--- config.mk ---
export PLATFORM = sky130hd
export DESIGN_NAME = sdl_cell
export DESIGN_NICKNAME = d
export VERILOG_FILES = /design/src/rtl/sdl_pkg.sv /design/src/rtl/sdl_cell.sv
export SDC_FILE = /design/constraint.sdc
export NUM_CORES = 1
export LEC_CHECK = 0
export BUFFER_PORTS_ARGS = -buffer_cell sky130_fd_sc_hd__buf_2
export CORE_AREA = 4 4 174 176
export CTS_CLUSTER_DIAMETER = 200
export DETAILED_ROUTE_END_ITERATION = 8
export DIE_AREA = 0 0 178 180
export PLACE_DENSITY_LB_ADDON = 0.2
export SYNTH_ARGS = -nofsm -noshare
export SYNTH_HDL_FRONTEND = slang
export SYNTH_SLANG_ARGS = --single-unit
--- constraint.sdc ---
create_clock -name clock -period 47.7 [get_ports clock]
set_clock_uncertainty 0.05 [all_clocks]
set_input_delay 9.54 -clock clock [delete_from_list [all_inputs] [get_ports clock]]
set_output_delay 9.54 -clock clock [all_outputs]
set_load 0.01 [all_outputs]
--- src/rtl/sdl_pkg.sv ---
// ----------------------------------------------------------------------------
// sdl_pkg
// Shared types and codes for the sorted dictionary lookup block.
// ----------------------------------------------------------------------------
package sdl_pkg;

   localparam int WORD_W = 64;

   typedef logic [WORD_W-1:0] word_type;

   localparam logic KIND_LOAD  = 1'b0;
   localparam logic KIND_QUERY = 1'b1;

   localparam logic [1:0] RSP_STORED    = 2'd0;
   localparam logic [1:0] RSP_FOUND     = 2'd1;
   localparam logic [1:0] RSP_NOT_FOUND = 2'd2;
   localparam logic [1:0] RSP_FULL      = 2'd3;

   // What one cell shows its right-hand neighbor.
   typedef struct packed {
      logic     valid;
      logic     gt;       // empty, or foreign word above the key
      logic     eq;       // holds the key
      word_type foreign;
      word_type english;
   } cell_link_type;

   // Leaf and node of the match reduction tree.
   typedef struct packed {
      logic     found;
      word_type word;
   } hit_type;

endpackage

--- src/rtl/sdl_cell.sv ---
// ----------------------------------------------------------------------------
// sdl_cell
// One table slot. Compares its word against the broadcast key and, on a
// load, either keeps its pair, takes its left neighbor's or takes the new one.
// ----------------------------------------------------------------------------
module sdl_cell
   import sdl_pkg::*;
(
   input  logic          clock,
   input  logic          reset,
   input  word_type      key,
   input  word_type      english_word,
   input  logic          load_en,
   input  cell_link_type prev_link,
   output cell_link_type link,
   output hit_type       hit
);

   logic     valid_ff, valid_in;
   word_type foreign_ff, foreign_in;
   word_type english_ff, english_in;
   logic     gt, eq, shift;

   assign gt    = !valid_ff || (foreign_ff > key);
   assign eq    = valid_ff && (foreign_ff == key);
   assign shift = load_en && gt;

   always_comb begin
      valid_in   = valid_ff;
      foreign_in = foreign_ff;
      english_in = english_ff;
      if (shift) begin
         if (prev_link.gt) begin
            valid_in   = prev_link.valid;
            foreign_in = prev_link.foreign;
            english_in = prev_link.english;
         end else begin
            valid_in   = 1'b1;
            foreign_in = key;
            english_in = english_word;
         end
      end
   end

   always_ff @(posedge clock) begin
      if (reset) begin
         valid_ff <= 1'b0;
      end else begin
         valid_ff <= valid_in;
      end
      foreign_ff <= foreign_in;
      english_ff <= english_in;
   end

   assign link.valid   = valid_ff;
   assign link.gt      = gt;
   assign link.eq      = eq;
   assign link.foreign = foreign_ff;
   assign link.english = english_ff;

   // first of a run of equal words is the earliest inserted
   assign hit.found = eq && !prev_link.eq;
   assign hit.word  = hit.found ? english_ff : '0;

endmodule

After elaboration in Yosys (flattened, before gate mapping)
Index checks and enable logic that the tools add are counted.
{ "totals": {"elab_cells": 15, "inputBits": 262, "regBits": 129, "output_inout_bits": 196} }
{ "classes": {"order_cmp": 1, "reduce_logical": 6, "n_mux": 4, "n_eq_ne": 1} }
{ "ops": {"columns": ["op", "count"], "rows": [
  ["$mux W64", 3],
  ["$eq A64 B64 Y1", 1],
  ["$gt A64 B64 Y1", 1],
  ["$logic_and A1 B1 Y1", 3],
  ["$logic_not A1 Y1", 2],
  ["$logic_or A1 B1 Y1", 1],
  ["$mux W1", 1]
]} }

Logic depth before layout (Yosys ltp)
{ "logic_depth": {"word_depth": 4, "depth_mapped": 10, "depth_no_buf": 9} }

Worst setup path after synthesis
Ideal clock, no wire load.
{ "synth_timing": {"path_type": "input port to flip-flop", "from": "input port key[62]", "to": "register valid_ff", "path_stages": 8, "t_arrival_ps": 21008, "path_slack_ps": 26125, "setup_ps": 517, "n_path_buf": 0, "required_ps": 47133, "path_cell_list": "inv_1 ha_1 nand4_2 or4_4 or3_4 or3b_1 o21ai_0 a311oi_1"} }
{ "synth_between": {"elab_chain_len": 3} }
{ "synth_lines": {"columns": ["item", "line", "source"], "rows": [
  ["start: declaration", "sdl_cell.sv:11", "input word_type key,"],
  ["$gt A64 B64 Y1", "sdl_cell.sv:24", "assign gt = !valid_ff || (foreign_ff > key);"],
  ["$logic_or A1 B1 Y1", "sdl_cell.sv:24", null],
  ["$logic_and A1 B1 Y1", "sdl_cell.sv:26", "assign shift = load_en && gt;"],
  ["named net shift", "sdl_cell.sv:22", "logic gt, eq, shift;"],
  ["end signal: assignment", "sdl_cell.sv:49", "valid_ff <= valid_in;"],
  ["end: declaration", "sdl_cell.sv:19", "logic valid_ff, valid_in;"]
]} }
The timed path passes the listed nets, and every way through them passes these cells.
A chain may end at the register's enable or synchronous reset.

==> run summary <==
gpl congestion: 0.7878
end of the critical path: hit[13]
mapped cell area: 0.007378 sq mm
Async S/R FF share, synth: 0%
clock tree buffer depth: 2
DP HPWL: 20410 um
Ports: 458
Slew @ Worst Pin: 1165 ps
CTS Buf Count: 17
# hold bufs at CTS: 0
adder-cell share of the synthesized area: 10.85%
Worst slew margin: 22.17%
area post-placement: 0.01006 sq mm
Critical Path AT: 12570 ps
Sw Share: 27.77%
Post-synth EDFFs: 128
RSZ-0062 raised after global routing: false
most used cell, CP: buf_2
Cells after Synth: 650
met2 routed WL: 12690 um
Max-Cap Viols: 0
reg-to-reg startpoint: foreign_ff[62]$_DFFE_PP_
Final Hold Fails: 0
WL per Instance: 17.26 um
status: completed
top routing layer in use: met4
share of layout cells above drive strength 1: 50.68%
slowest CP cell: nor2_4
R2R Setup Slk: 43940 ps
CTS root buffer: clkbuf_16
largest net degree at the start of global routing: 106
Pint: 0.2355 mW
Fin Setup TNS: 0 ps
count leader, synth: edfxtp_1
Die Y-Extent: 180 um
# clock sinks: 129
Final Max Tran Viols: 0
Cell Rows: 62
Clk pwr share: 39.1%
filler instances: 2896
Buffers on Ports: 457
nature of the critical path startpoint: primary input
Synth Area in XOR/XNOR: 0%
Sequential Power Share: 43.8%
CP Depth: 10
initial core utilization: 25.78%
Max VDD drop: 19.50 uV
final setup vio count: 0
crit-path leading delay family: simple AND/OR/NAND/NOR gates
CP endpoint kind: output pin
GRT Resource Usage Total: 15.66%
leading area contributor after synthesis: edfxtp_1
R2R Path End: english_ff[28]$_DFFE_PP_
DRC viols: 0
Multi-input gate area: 0.003147 sq mm
Synth Area in Compound Gates: 8.581%
WP buf/inv: 3
Cell Chain, Critical Path: buf_2, inv_1, ha_1, nand4_2, or4_4, or3_4, nand2b_4, nor2_4, and2_1, buf_2
Vias/cell: 4.343
H-tree depth: 4
Reg2Reg Depth: 7
switching power total: 0.09056 mW
post-synth top area share: 52.09%
initial DRC count: 295
Syn. warnings: 0
Core Area: 0.02863 sq mm
simple-gate share of the synthesized area: 13.04%
Final Cycle Share: 46.45%
Hold Crit Class: register to register
Commonest cells post-synth: edfxtp_1, nand2_1, o21ai_0
register area: 0.003864 sq mm
TritonCTS clock tree: yes
f_max: 45.13 MHz
top cells by area, synth: edfxtp_1, ha_1, mux2_2
die width: 178 um
PwrDens: 30.70 mW/mm^2
sequential fraction of the synthesis area: 52.37%
multiplexer share of the synthesized area: 9.920%
min Tclk post-route: 22160 ps
main combinational cell family by area after synthesis: simple AND/OR/NAND/NOR gates
slowest stage delay, CP: 870 ps
most used flip-flop cell after synthesis: edfxtp_1
ANT nets after route: 0
Yosys reg bits: 129
Synth Net Count: 976
Post CTS Setup Buffer Count: 0
Layout area overhead: 43.94%
Worst-path clk slew: 60 ps
Yosys cell types: 38
Final Cell Area: 0.01062 sq mm
met3 wire len: 1850 um
insertion delay to the later sink of the worst-skew pair: 410 ps
Required @ worst endpoint: 38110 ps
number of global-route vias before repair: 6807
DRT Pass-1 Iters: 4
initial antenna violation count: 1
final wirelength: 25840 um
Comb power frac: 17.1%
CP Class: primary input to output pin
first-pass GRT wire length: 38930 um
post-cts resize count: 0
grt total ovfl: 0
met1 wire length: 10860 um
Max FO, Critical Path: 65
Nets: 1424
leak pwr: 5.187 nW
full die area: 0.03204 sq mm
Mean Syn Cell Area: 11.35 sq um
Vias: 6502
Setup crit start: key[62]
[power groups by stage]
stage               logic (mW)  clock network, mW  registers, mW
floorplan               0.0238                  0          0.152
global placement        0.0564                  0          0.145
detailed placement      0.0568                  0          0.145
CTS                     0.0570              0.132          0.143
global route            0.0630              0.137          0.144
finish                  0.0557              0.128          0.143
[worst min-delay path by stage]
| stage | from | endpoint | depth (start not counted) |
|---|---|---|---|
| floorplan | valid_ff$_SDFFE_PP0P_ | valid_ff$_SDFFE_PP0P_ | 3 |
| global placement | valid_ff$_SDFFE_PP0P_ | valid_ff$_SDFFE_PP0P_ | 3 |
| detailed placement | valid_ff$_SDFFE_PP0P_ | valid_ff$_SDFFE_PP0P_ | 3 |
| CTS | valid_ff$_SDFFE_PP0P_ | valid_ff$_SDFFE_PP0P_ | 3 |
| global route | valid_ff$_SDFFE_PP0P_ | valid_ff$_SDFFE_PP0P_ | 3 |
| finish | valid_ff$_SDFFE_PP0P_ | valid_ff$_SDFFE_PP0P_ | 3 |
[final cells by class]
| cell class | instances | area share [%] |
|---|---|---|
| Tap cell | 384 | 4.524 |
| Multi-Input combinational cell | 423 | 29.63 |
| Clock buffer | 18 | 4.041 |
| Inverter | 67 | 2.368 |
| Timing Repair Buffer | 460 | 21.81 |
| Antenna cell | 2 | 0.04713 |
| Sequential cell | 129 | 36.38 |
| Clock inverter | 14 | 1.202 |
[worst register-to-register path: stages, from the launching register on]
cell      delay [ps]
edfxtp_1         420
ha_1             350
nand4_2          150
or4_4            570
or3_4            410
or3b_1           420
o21ai_4          150
buf_4            770
[kinds of logic after synthesis]
group,Yosys count
simple gates,182
mux,65
fa+ha+maj,64
buf+inv,98
compound gates,112
flops,129
[registers in the layout (all words and copies together) (netlist names)]
register,cells
valid_ff,1
english_ff,64
foreign_ff,64
[cells in the final DEF, fill, tap and decap left out, types with 3 or more instances in the layout]
master and count:
a21o_1 4, a21oi_1 20, a221oi_1 3, and2_1 65
and4_1 5, buf_2 456, buf_4 3, clkbuf_16 17
clkinv_2 3, clkinvlp_4 4, edfxtp_1 128, ha_1 64
inv_1 67, inv_6 5, mux2_2 65, nand2_1 76
nand3_1 5, nand4_1 9, nor2_1 7, nor3_1 3
o21ai_0 70
[routing by layer]
layer | GRT usage, % | up-vias
li1 | - | 3218
met3 | 4.307 | 26
met1 | 19.18 | 2987
met2 | 26.90 | 271
met5 | 0 | -
met4 | 4.425 | 0
[through the flow]
step / hold WS, ps / power (mW) / utilization, % / cells / setup slack [ps]
2_1_floorplan: 521.2 / 0.1754 / - / 650 / 26130
3_3_place_gp: 625.1 / 0.2017 / 35.14 / 1463 / 25610
3_5_place_dp: 625.2 / 0.2019 / 35.14 / 1463 / 25520
4_1_cts: 635.0 / 0.3320 / 37.08 / 1495 / 25500
5_1_grt: 667.4 / 0.3443 / 37.09 / 1496 / 25220
6_report: 616.8 / 0.3260 / 37.10 / 1497 / 25540
(Power assumes the default switching activity.)
